<file path="src/hw/rtl/utf8dec_pkg.sv">
// shared types and constants for the utf-8 code point decoder
package utf8dec_pkg;

    localparam int unsigned ByteW   = 8;
    localparam int unsigned CpW     = 21;
    localparam int unsigned CountW  = 3;
    localparam int unsigned MaxJobItems = 4;

    localparam logic [CpW-1:0] ReplCp = CpW'(21'h00FFFD);

    // byte classes: ascii, the three lead kinds and continuation
    localparam logic [0:0] AsciiTag = 1'b0;
    localparam logic [2:0] Lead2Tag = 3'b110;
    localparam logic [3:0] Lead3Tag = 4'b1110;
    localparam logic [4:0] Lead4Tag = 5'b11110;
    localparam logic [1:0] ContTag  = 2'b10;

    // sequence under assembly
    typedef struct packed {
        logic [CpW-1:0] partial_value;
        logic [1:0]     bytes_still_needed;
        logic [1:0]     continuations_taken;
    } seq_state_t;

    // results caused by one byte: replacements first, then an optional code point
    typedef struct packed {
        logic [CountW-1:0] item_cnt;
        logic              has_cp;
        logic [CpW-1:0]    cp;
        logic              text_end;
    } job_t;

endpackage

</file>
<file path="src/hw/rtl/utf8_codepoint_decoder_core.sv">
// utf-8 byte stream to code point decoder, top level
// a byte passes the input reg, the job reg and the out reg before its first result shows on m_
// throughput: one byte per cycle while each byte yields at most one result and m_ready holds no result back
// a byte yielding n results (n up to 4) holds the result emitter until all n have been emitted
// bytes that only extend a sequence yield nothing
// reset: synchronous active-low aresetn empties all stages and returns to no pending sequence
module utf8_codepoint_decoder_core (
    input  logic                          aclk,
    input  logic                          aresetn,
    input  logic                          s_valid,
    output logic                          s_ready,
    input  logic [utf8dec_pkg::ByteW-1:0] s_data_byte,
    input  logic                          s_text_end,
    output logic                          m_valid,
    input  logic                          m_ready,
    output logic [utf8dec_pkg::CpW-1:0]   m_code_point,
    output logic                          m_is_replacement,
    output logic                          m_run_last,
    output logic                          m_text_done
);
    import utf8dec_pkg::*;

    // input register
    logic             in_valid_reg;
    logic [ByteW-1:0] in_byte_reg;
    logic             in_end_reg;

    // decode state and pending job
    seq_state_t state_reg;
    seq_state_t state_next;
    job_t       job_reg;
    job_t       job_next;
    job_t       job_dec;

    // result register
    logic           m_valid_reg;
    logic [CpW-1:0] m_cp_reg;
    logic           m_repl_reg;
    logic           m_last_reg;
    logic           m_done_reg;

    logic out_load;
    logic job_emit;
    logic job_final;
    logic job_take;
    logic decode_fire;

    utf8dec_step u_step (
        .data_byte (in_byte_reg),
        .text_end  (in_end_reg),
        .state_cur (state_reg),
        .state_nxt (state_next),
        .job       (job_dec)
    );

    assign out_load    = !m_valid_reg || m_ready;
    assign job_emit    = (job_reg.item_cnt != '0) && out_load;
    assign job_final   = (job_reg.item_cnt == CountW'(1));
    assign job_take    = (job_reg.item_cnt == '0) || (job_final && out_load);
    assign decode_fire = in_valid_reg && job_take;
    assign s_ready     = !in_valid_reg || decode_fire;

    always_comb begin
        job_next = job_reg;
        if (job_emit) begin
            job_next.item_cnt = job_reg.item_cnt - CountW'(1);
        end
        if (decode_fire && (job_dec.item_cnt != '0)) begin
            job_next = job_dec;
        end
    end

    always_ff @(posedge aclk) begin
        if (!aresetn) begin
            in_valid_reg <= 1'b0;
        end else if (s_ready) begin
            in_valid_reg <= s_valid;
        end
        if (s_valid && s_ready) begin
            in_byte_reg <= s_data_byte;
            in_end_reg  <= s_text_end;
        end
    end

    always_ff @(posedge aclk) begin
        if (!aresetn) begin
            state_reg        <= '{default: '0};
            job_reg.item_cnt <= '0;
        end else begin
            if (decode_fire) begin
                state_reg <= state_next;
            end
            job_reg.item_cnt <= job_next.item_cnt;
        end
        job_reg.has_cp   <= job_next.has_cp;
        job_reg.cp       <= job_next.cp;
        job_reg.text_end <= job_next.text_end;
    end

    always_ff @(posedge aclk) begin
        if (!aresetn) begin
            m_valid_reg <= 1'b0;
        end else if (out_load) begin
            m_valid_reg <= (job_reg.item_cnt != '0);
        end
        if (job_emit) begin
            // the decoded code point, if any, is the final item of the job
            m_cp_reg   <= (job_final && job_reg.has_cp) ? job_reg.cp : ReplCp;
            m_repl_reg <= !(job_final && job_reg.has_cp);
            m_last_reg <= job_final;
            m_done_reg <= job_final && job_reg.text_end;
        end
    end

    assign m_valid          = m_valid_reg;
    assign m_code_point     = m_cp_reg;
    assign m_is_replacement = m_repl_reg;
    assign m_run_last       = m_last_reg;
    assign m_text_done      = m_done_reg;

    a_job_bound : assert property (@(posedge aclk) disable iff (!aresetn)
        job_reg.item_cnt <= CountW'(MaxJobItems))
        else $error("job holds more results than one byte can cause");

    a_done_is_last : assert property (@(posedge aclk) disable iff (!aresetn)
        m_valid && m_text_done |-> m_run_last)
        else $error("text_done on a result that is not the last of its byte");

    a_repl_value : assert property (@(posedge aclk) disable iff (!aresetn)
        m_valid && m_is_replacement |-> m_code_point == ReplCp)
        else $error("replacement result without the replacement code point");

    a_end_idle : assert property (@(posedge aclk) disable iff (!aresetn)
        decode_fire && in_end_reg |=> state_reg.bytes_still_needed == 2'd0)
        else $error("sequence still pending after end of text");

endmodule

</file>
<file path="src/hw/rtl/utf8dec_step.sv">
// per-byte decode: next sequence state and the results the byte causes
module utf8dec_step (
    input  logic [utf8dec_pkg::ByteW-1:0] data_byte,
    input  logic                          text_end,
    input  utf8dec_pkg::seq_state_t       state_cur,
    output utf8dec_pkg::seq_state_t       state_nxt,
    output utf8dec_pkg::job_t             job
);
    import utf8dec_pkg::*;

    localparam seq_state_t IdleState = '{default: '0};

    logic                 is_cont;
    logic                 relead;
    logic [CountW-1:0]    rep_cnt;
    logic                 has_cp;
    logic [CpW-1:0]       cp;
    logic [CpW-1:0]       acc;
    logic [1:0]           need_dec;
    logic [1:0]           taken_inc;
    logic                 lead_ok;
    logic [1:0]           lead_need;
    logic [CpW-1:0]       lead_bits;
    logic [CountW-1:0]    rep_lead;
    seq_state_t           state_seq;

    assign is_cont   = (data_byte[7:6] == ContTag);
    assign acc       = {state_cur.partial_value[CpW-7:0], data_byte[5:0]};
    assign need_dec  = state_cur.bytes_still_needed - 2'd1;
    assign taken_inc = state_cur.continuations_taken + 2'd1;

    always_comb begin
        relead    = 1'b1;
        rep_cnt   = '0;
        has_cp    = 1'b0;
        cp        = ReplCp;
        state_seq = state_cur;
        if (state_cur.bytes_still_needed != 2'd0) begin
            if (is_cont) begin
                relead = 1'b0;
                if (need_dec == 2'd0) begin
                    has_cp    = 1'b1;
                    cp        = acc;
                    state_seq = IdleState;
                end else if (text_end) begin
                    // truncated at end of text
                    rep_cnt   = CountW'(taken_inc) + CountW'(1);
                    state_seq = IdleState;
                end else begin
                    state_seq = '{partial_value: acc, bytes_still_needed: need_dec,
                                  continuations_taken: taken_inc};
                end
            end else begin
                // broken sequence, failing byte is decoded again as a lead
                rep_cnt   = CountW'(state_cur.continuations_taken) + CountW'(1);
                state_seq = IdleState;
            end
        end
    end

    always_comb begin
        lead_ok   = 1'b1;
        lead_need = 2'd0;
        lead_bits = '0;
        priority if (data_byte[7] == AsciiTag) begin
            lead_ok = 1'b0;
        end else if (data_byte[7:5] == Lead2Tag) begin
            lead_need = 2'd1;
            lead_bits = CpW'(data_byte[4:0]);
        end else if (data_byte[7:4] == Lead3Tag) begin
            lead_need = 2'd2;
            lead_bits = CpW'(data_byte[3:0]);
        end else if (data_byte[7:3] == Lead4Tag) begin
            lead_need = 2'd3;
            lead_bits = CpW'(data_byte[2:0]);
        end else begin
            lead_ok = 1'b0;
        end
    end

    always_comb begin
        rep_lead = rep_cnt;
        job.has_cp = has_cp;
        job.cp     = cp;
        if (relead) begin
            if (data_byte[7] == AsciiTag) begin
                job.has_cp = 1'b1;
                job.cp     = CpW'(data_byte);
            end else if (!lead_ok) begin
                rep_lead = rep_cnt + CountW'(1);
            end else if (text_end) begin
                rep_lead = rep_cnt + CountW'(1);
            end
        end
        job.item_cnt = rep_lead + CountW'(job.has_cp);
        job.text_end = text_end;
    end

    // state after the lead, and end of text always leaves the decoder idle
    always_comb begin
        state_nxt = state_seq;
        if (relead && lead_ok && !text_end) begin
            state_nxt = '{partial_value: lead_bits, bytes_still_needed: lead_need,
                          continuations_taken: 2'd0};
        end
        if (text_end) begin
            state_nxt = IdleState;
        end
    end

endmodule

</file>
<file path="config.mk">
export PLATFORM = sky130hd
export DESIGN_NAME = utf8_codepoint_decoder_core
export DESIGN_NICKNAME = d
export VERILOG_FILES = /design/src/hw/rtl/utf8dec_pkg.sv /design/src/hw/rtl/utf8_codepoint_decoder_core.sv /design/src/hw/rtl/utf8dec_step.sv
export SDC_FILE = /design/constraint.sdc
export NUM_CORES = 1
export LEC_CHECK = 0
export BUFFER_PORTS_ARGS = -buffer_cell sky130_fd_sc_hd__buf_2
export CORE_AREA = 2 2 83 85
export CTS_BUF_LIST = sky130_fd_sc_hd__clkbuf_4
export DETAILED_ROUTE_END_ITERATION = 12
export DIE_AREA = 0 0 85 87
export PLACE_DENSITY = 0.82
export SYNTH_ARGS = -nofsm -noshare
export SYNTH_HDL_FRONTEND = slang
export SYNTH_SLANG_ARGS = --single-unit
</file>
<file path="constraint.sdc">
create_clock -name aclk -period 8.05 [get_ports aclk]
set_input_delay 0.4025 -clock aclk [delete_from_list [all_inputs] [get_ports aclk]]
set_output_delay 0.4025 -clock aclk [all_outputs]
set_load 0.05 [all_outputs]
</file>
==> results.tsv, run 1 <==
metric	value	unit
drv_cap	0	
pin_count	39	
postCtsSetupBuffers	0	
post-route-min-period	4.52	ns
io_buffers	38	
cpPeakStageDelay	0.81	ns
critPathLaunchType	register	
r2r_slack	3.53	ns
crit_top_cell	ha_1	
syn_avg_cell_area	11.8	um2
cts.sinks	80	
synth.top_cell.area_share	0.486	
nFillCells	510	
hpwl	4.11	mm
cp_max_fo	25	
finalSetupTns	0	ns
crit_path_top_delay_cell	o21a_1	
crit_path_cell_trace	nor2b_1 -> nand3_1 -> o21ai_0 -> a21oi_1 -> nor2_1 -> ha_1 -> nand2_1 -> o31ai_1 -> ha_1 -> or4b_1 -> mux2i_1 -> a2111oi_4 -> xnor2_1 -> o21a_1	
largest_register_ffs	26	
yosys_register_bits	80	
synthTopCellsByArea	edfxtp_1, dfxtp_1, nand2b_1	
clk_latency	0.45	ns
worstSetupEndpointType	register	
first_iter_violations	177	
synth_top_flop_cell	edfxtp_1	
final_common_cell	edfxtp_1	
worst_slew_pin_slew	1.19	ns
grt_max_degree	30	
start_util	0.527	
grt_pass1_vias	2036	
die-area	7400	um2
layout-drive-gt1-share	0.178	
synthArstFlopShare	0	
root_buffer	clkbuf_4	
hold_viol	0	
grt_pass1_wl	9.72	mm
crit_required	8.14	ns
drtPass1Iterations	5	
wl_per_cell	14.6	um
grt_setup_unrepaired	no	
cts_resized	0	
p_leak	1.36	nW
antenna_found_initial	0	
grt-ovfl-total	0	
hold_class	primary input to register	
synth_cell_types	44	
ir_worst_vdd	0.000245	V
die_w	85	um
skew	0.00759	ns
yosys_warnings	0	
status	finished, final reports clean	
die_h	87	um
clk_path_buf_depth	2	
period_share	0.561	
area_growth_syn_to_layout	10.8	%
cts_tree	done	
drv_slew	0	
netlist_area	3460	um2
drc	0	
track_usage	0.171	
nets	349	
via_per_inst	5.44	
clkTransAtPathRegs	0.14	ns
yosysSeqAreaShare	0.624	
post-route-util	0.584	
core	6570	um2
finalNonFillerCells	411	
synth_edf_count	56	
layout_common_cells	edfxtp_1, buf_2, a21oi_1	
fmax	0.221	GHz
synth_cells	293	
slew_headroom	0.208	
crit_type	register to register	
htreeDepth	3	
gp_congestion	0.870	
cts_hold_buf	0	
powerDensity	320	nW/um2
placementRows	30	
diodes	0	
synth_top_area_cell	edfxtp_1	
numCtsBuffers	9	
setup_viol	0	
postRouteAntennaNets	0	
vias	2235	
routed_wl	5.99	mm
dp_cells	395	
arrival	4.61	ns
syn_nets	316	
-- power by group --
part	leakage [nW]	switching [W]	internal [W]	total [W]
Sequential	0.691	0.0000333	0.000547	0.000580
Combinational	0.585	0.000290	0.0000975	0.000388
Clock	0.0814	0.000158	0.000102	0.000260
Total	1.36	0.000482	0.000746	0.00123
-- worst max-delay path, delay by kind of cell (launching register included) --
kind                       cells  cell delay [ns]
and+or+nand+nor                5             1.25
xor gates and xnor gates       1             0.23
AOI/OAI and AO/OA              5             1.19
muxes                          1             0.23
DFF                            1             0.72
adders and majority gates      2             0.53
-- worst paths after layout --
kind / to / cells past startpoint / startpoint
max reg2reg: job_reg[16] / 14 / in_byte_reg[7]
min: in_byte_reg[5] / 1 / s_data_byte[5]
min reg2reg: state_reg[16] / 2 / state_reg[16]
max: job_reg[16] / 14 / in_byte_reg[7]
-- final cells by class --
cell class | instances | area [um2] | area share
clock buffers | 9 | 67.6 | 0.0176
flip-flops and latches | 80 | 2160 | 0.563
repair buffers | 38 | 190 | 0.0496
multi-input cells | 185 | 1190 | 0.309
well taps | 80 | 100 | 0.0261
clock inverters | 7 | 86.3 | 0.0225
inverters | 12 | 45.0 | 0.0117
-- synthesized netlist by cell type (all sizes together), types with 2 or more instances --
| library cell | count |
|---|---|
| nand3b | 3 |
| or2 | 2 |
| ha | 10 |
| buf | 4 |
| o21ai | 5 |
| a21oi | 27 |
| inv | 12 |
| edfxtp | 56 |
| a31oi | 4 |
| nand2 | 24 |
| o21a | 10 |
| and3 | 7 |
| a211o | 2 |
| nand3 | 16 |
| nor3 | 3 |
| a211oi | 3 |
| clkbuf | 12 |
| nor2b | 5 |
| nand2b | 24 |
| mux2i | 3 |
| nor2 | 7 |
| nor3b | 2 |
| and2 | 11 |
| o311a | 2 |
| dfxtp | 24 |
-- logic make-up (layout without fill, tap and decap cells) --
| kind of cell | count (synthesis) | in the layout | synth area share |
|---|---|---|---|
| DFF | 80 | 80 | 0.624 |
| AOI/OAI and AO/OA | 60 | 60 | 0.116 |
| xor gates and xnor gates | 2 | 2 | 0.00506 |
| muxes | 3 | 3 | 0.00867 |
| buffers and inverters | 28 | 66 | 0.0332 |
| and+or+nand+nor | 110 | 110 | 0.177 |
| adders and majority gates | 10 | 10 | 0.0361 |
-- per-layer routing --
layer | share of wire | wire [um] | GRT usage
met5 | 0 | 0 | 0
met4 | 0.026 | 153 | 0.105
met3 | 0.048 | 290 | 0.0303
met2 | 0.46 | 2730 | 0.259
met1 | 0.47 | 2810 | 0.231
-- metrics by stage --
step	cell area, um2	power, W	setup slack, ns	hold slack [ns]
3_5_place_dp	3680	0.000977	3.58	0.445
4_1_cts	3840	0.00123	3.54	0.109
2_1_floorplan	3460	0.000897	4.18	0.427
3_3_place_gp	3680	0.000965	3.78	0.435
6_report	3840	0.00123	3.53	0.108
5_1_grt	3840	0.00129	3.12	0.111
(Power assumes the default switching activity.)
==> inputs of run 2 (changes only) <==
--- a/config.mk
+++ b/config.mk
@@ -6,11 +6,11 @@
 export NUM_CORES = 1
 export LEC_CHECK = 0
 export BUFFER_PORTS_ARGS = -buffer_cell sky130_fd_sc_hd__buf_2
-export CORE_AREA = 2 2 83 85
+export CORE_AREA = 2 2 84 86
 export CTS_BUF_LIST = sky130_fd_sc_hd__clkbuf_4
 export DETAILED_ROUTE_END_ITERATION = 12
-export DIE_AREA = 0 0 85 87
-export PLACE_DENSITY = 0.82
+export DIE_AREA = 0 0 86 88
+export PLACE_DENSITY = 0.83
 export SYNTH_ARGS = -nofsm -noshare
 export SYNTH_HDL_FRONTEND = slang
 export SYNTH_SLANG_ARGS = --single-unit
==> constraint.sdc (replaced) <==
create_clock -name aclk -period 4.1 [get_ports aclk]
set_input_delay 0.205 -clock aclk [delete_from_list [all_inputs] [get_ports aclk]]
set_output_delay 0.205 -clock aclk [all_outputs]
set_load 0.05 [all_outputs]
==> results.tsv, run 2 (same netlist as run 1, synthesis figures left out) <==
metric	value	unit
status	finished, final reports clean	
root_buffer	clkbuf_4	
powerDensity	608	nW/um2
cp_max_fo	23	
largest_register_ffs	26	
die-area	7570	um2
nFillCells	528	
met1_length	2.76	mm
antenna_found_initial	0	
worstSetupEndpointType	register	
drc	0	
critPathCapture	job_reg[8]	
track_usage	0.169	
dp_cells	400	
layout_common_cells	edfxtp_1, buf_2, a21oi_1	
start_util	0.521	
clkTransAtPathRegs	0.14	ns
ir_worst_vdd	0.000256	V
wl_per_cell	13.9	um
dr_wl_met3	279	um
grt_max_degree	30	
arrival	3.92	ns
numCtsBuffers	9	
placementRows	30	
cts_tree	done	
finalNonFillerCells	426	
postRouteAntennaNets	0	
dpl_worst_slack	0.239	ns
clk_path_buf_depth	2	
min_from	aresetn	
hold_viol	0	
layout-drive-gt1-share	0.188	
die_w	86	um
die_h	88	um
grt-ovfl-total	0	
diodes	0	
top_layer	met4	
slew_headroom	0.223	
r2r_end	job_reg[8]	
grt_pass1_wl	9.85	mm
crit_type	register to register	
drv_cap	0	
grt_setup_unrepaired	no	
period_share	0.926	
finalSetupTns	0	ns
fmax	0.263	GHz
io_buffers	38	
via_per_inst	5.48	
critPathLaunch	state_reg[2]	
r2r-start	state_reg[2]	
r2r_slack	0.30	ns
r2r_cells	13	
grt_pass1_vias	2177	
nets	364	
routed_wl	5.92	mm
wl_met2	2.74	mm
clk_latency	0.44	ns
drtPass1Iterations	4	
hpwl	4.01	mm
final_common_cell	edfxtp_1	
placed_area	3720	um2
setup_viol	0	
finalPower	0.00242	W
area_growth_syn_to_layout	14.8	%
htreeDepth	3	
core	6640	um2
timing.final.ws_setup	0.303	ns
pin_count	39	
drv_slew	0	
vias	2334	
skew	0.0275	ns
cts.sinks	80	
critPathLaunchType	register	
fin_area	3980	um2
hold_class	primary input to register	
post-route-min-period	3.80	ns
worst_slew_pin_slew	1.16	ns
gp_congestion	0.789	
crit_required	4.22	ns
first_iter_violations	189	
p_leak	1.42	nW
==> run 2: changes by cell type in the layout (fill, tap and decap cells not counted), sizes merged <==
cell         change
buf              +5
inv              -1
dlygate4sd3     +10
clkinv           +1
==> run 2: worst max-delay path, cell delays in order (launching register included) <==
cell and delay, ns:
dfxtp_1 0.35, inv_1 0.10, ha_1 0.42, o21ai_0 0.22
a21oi_1 0.30, xor2_1 0.11, ha_1 0.21, ha_1 0.26
or4b_1 0.47, mux2i_1 0.22, a2111oi_4 0.11, xnor2_1 0.25
o21a_1 0.20, buf_6 0.24
==> run 2: layer usage <==
metal,track usage,up-vias
met2,0.268,68
met1,0.222,1106
li1,-,1146
met5,0,-
met3,0.0283,14
met4,0.0981,0
==> run 2: worst min path at each step <==
stage | end | slack [ns] | cells after the start
floorplan | in_byte_reg[0] | 0.30 | 0
global placement | in_byte_reg[4] | 0.38 | 1
detailed placement | in_byte_reg[4] | 0.38 | 1
CTS | job_reg[23] | 0.009 | 2
global route | job_reg[23] | 0.01 | 2
finish | job_reg[23] | 0.03 | 2
==> run 2: final cells by class <==
class,count,area [um2],share of cell area
clock inverter,7,83.8,0.0211
clock buffer,9,67.6,0.0170
multi-input combinational,185,1190,0.298
inverter,12,45.0,0.0113
sequential,80,2160,0.544
tap,80,100,0.0252
timing repair buffer,53,332,0.0834
==> run 2: metrics by stage <==
step	hold WS [ns]	util
after floorplan	0.304	-
after global placement	0.381	0.560
after detailed placement	0.383	0.560
after CTS	0.00903	0.598
after global routing	0.0118	0.599
final	0.0269	0.599
==> run 2: power by group <==
| part | internal (W) | total, W | switching, W |
|---|---|---|---|
| Combinational | 0.000216 | 0.000802 | 0.000586 |
| Sequential | 0.00107 | 0.00112 | 0.0000535 |
| Clock | 0.000197 | 0.000498 | 0.000301 |
| Total | 0.00148 | 0.00242 | 0.000940 |
==> run 2: repair_timing <==
| item | in CTS | in global routing |
|---|---|---|
| hold endpoints to repair | 10 | 0 |
| gates resized for setup | 0 | 2 |
| hold buffers | 10 | 0 |
| setup buffers | 0 | 0 |
| setup endpoints to repair | 0 | 23 |
==> inputs of run 3 (changes only) <==
--- a/config.mk
+++ b/config.mk
@@ -10,6 +10,7 @@
 export CTS_BUF_LIST = sky130_fd_sc_hd__clkbuf_4
 export DETAILED_ROUTE_END_ITERATION = 12
 export DIE_AREA = 0 0 86 88
+export MAX_ROUTING_LAYER = met4
 export PLACE_DENSITY = 0.83
 export SYNTH_ARGS = -nofsm -noshare
 export SYNTH_HDL_FRONTEND = slang
==> constraint.sdc (replaced) <==
create_clock -name aclk -period 4.1 [get_ports aclk]
set_input_delay 0 -clock aclk [delete_from_list [all_inputs] [get_ports aclk]]
set_output_delay 0 -clock aclk [all_outputs]
set_load 0.05 [all_outputs]
==> results.tsv, run 3 (same netlist as run 1, synthesis figures left out) <==
metric	value	unit
grt_pass1_wl	9.87	mm
path_buf_inv	2	
use_met1	0.224	
antenna_found_initial	0	
vias	2298	
start_util	0.521	
grt_busiest_layer	met2	
track_usage	0.175	
crit_path_cell_trace	inv_1 -> ha_1 -> o21ai_0 -> a21oi_1 -> xor2_1 -> ha_1 -> ha_1 -> or4b_1 -> mux2i_1 -> a2111oi_4 -> xnor2_1 -> o21a_1 -> buf_6	
worst_slew_pin_slew	1.10	ns
grt_max_degree	30	
drv_slew	0	
p_leak	1.43	nW
status	finished, final reports clean	
ir_worst_vdd	0.000251	V
grt-ovfl-total	0	
drv_cap	0	
cts_tree	done	
crit_top_cell	ha_1	
met2_usage	0.267	
layout_common_cells	edfxtp_1, buf_2, a21oi_1	
slew_headroom	0.260	
root_buffer	clkbuf_4	
die-area	7570	um2
period_share	0.925	
numCtsBuffers	9	
core	6640	um2
hpwl	4.01	mm
critPathTopFamily	adder cells	
cpPeakStageDelay	0.48	ns
drtPass1Iterations	4	
skew	0.0267	ns
drc	0	
first_iter_violations	134	
clk_latency	0.43	ns
final_common_cell	edfxtp_1	
via_per_inst	5.37	
htreeDepth	3	
clkTransAtPathRegs	0.14	ns
gp_congestion	0.800	
critPathLaunchType	register	
clk_path_buf_depth	2	
cp_max_fo	23	
worstSetupEndpointType	register	
hold_viol	0	
hold_class	primary input to register	
hold_ws	0.270	ns
finalSetupTns	0	ns
area_growth_syn_to_layout	15.4	%
crit_type	register to register	
postRouteAntennaNets	0	
post-route-min-period	3.79	ns
crit_path_top_delay_cell	or4b_1	
grt_use_met3	0.0283	
postCtsSetupBuffers	0	
diodes	0	
grt_pass1_vias	2178	
setup_viol	0	
fmax	0.264	GHz
largest_register_ffs	26	
layout-drive-gt1-share	0.187	
wl_per_cell	13.8	um
grt_setup_unrepaired	no	
die_w	86	um
cts.sinks	80	
routed_wl	5.91	mm
die_h	88	um
powerDensity	605	nW/um2
arrival	3.90	ns
pin_count	39	
nets	366	
io_buffers	38	
crit_required	4.21	ns
placementRows	30	
==> run 3: repair_timing <==
item / in CTS / in global routing
gates resized for setup: 0 / 2
endpoints found under the setup margin: 0 / 23
endpoints found under the hold margin: 13 / 0
hold buffers: 12 / 0
==> run 3: layout make-up <==
class,instances,area (um2)
timing repair buffer,55,352
sequential,80,2160
clock buffer,9,67.6
clock inverter,7,83.8
inverter,12,45.0
fill,525,2650
tap,80,100
multi-input combinational,185,1190
==> run 3: power breakdown <==
| group | switching (W) | internal, W | total, W |
|---|---|---|---|
| registers | 0.0000533 | 0.00107 | 0.00112 |
| clock network | 0.000298 | 0.000197 | 0.000495 |
| logic | 0.000586 | 0.000217 | 0.000803 |
| total | 0.000937 | 0.00148 | 0.00242 |
==> run 3: worst paths after layout <==
| check | cells after the start | startpoint | slack [ns] | end |
|---|---|---|---|---|
| setup / recovery | 13 | state_reg[2] | 0.31 | job_reg[8] |
| hold / removal | 2 | s_data_byte[3] | 0.27 | in_byte_reg[3] |
| setup reg to reg | 13 | state_reg[2] | 0.31 | job_reg[8] |
| hold reg to reg | 2 | state_reg[15] | 0.46 | state_reg[15] |
==> run 3: metrics by stage <==
stage | util | setup slack, ns | cell area (um2) | total power (W) | instances
2_1_floorplan | - | 0.233 | 3460 | 0.00176 | 293
3_3_place_gp | 0.560 | 0.455 | 3720 | 0.00190 | 400
3_5_place_dp | 0.560 | 0.239 | 3720 | 0.00193 | 400
4_1_cts | 0.601 | 0.197 | 3990 | 0.00243 | 428
5_1_grt | 0.602 | 0.00852 | 4000 | 0.00255 | 428
6_report | 0.602 | 0.309 | 4000 | 0.00242 | 428
==> run 3: routing by layer <==
| layer | routed length [um] | up-vias |
|---|---|---|
| li1 | - | 1151 |
| met1 | 2810 | 1079 |
| met2 | 2770 | 59 |
| met3 | 226 | 9 |
| met4 | 93 | 0 |
| met5 | 0 | - |
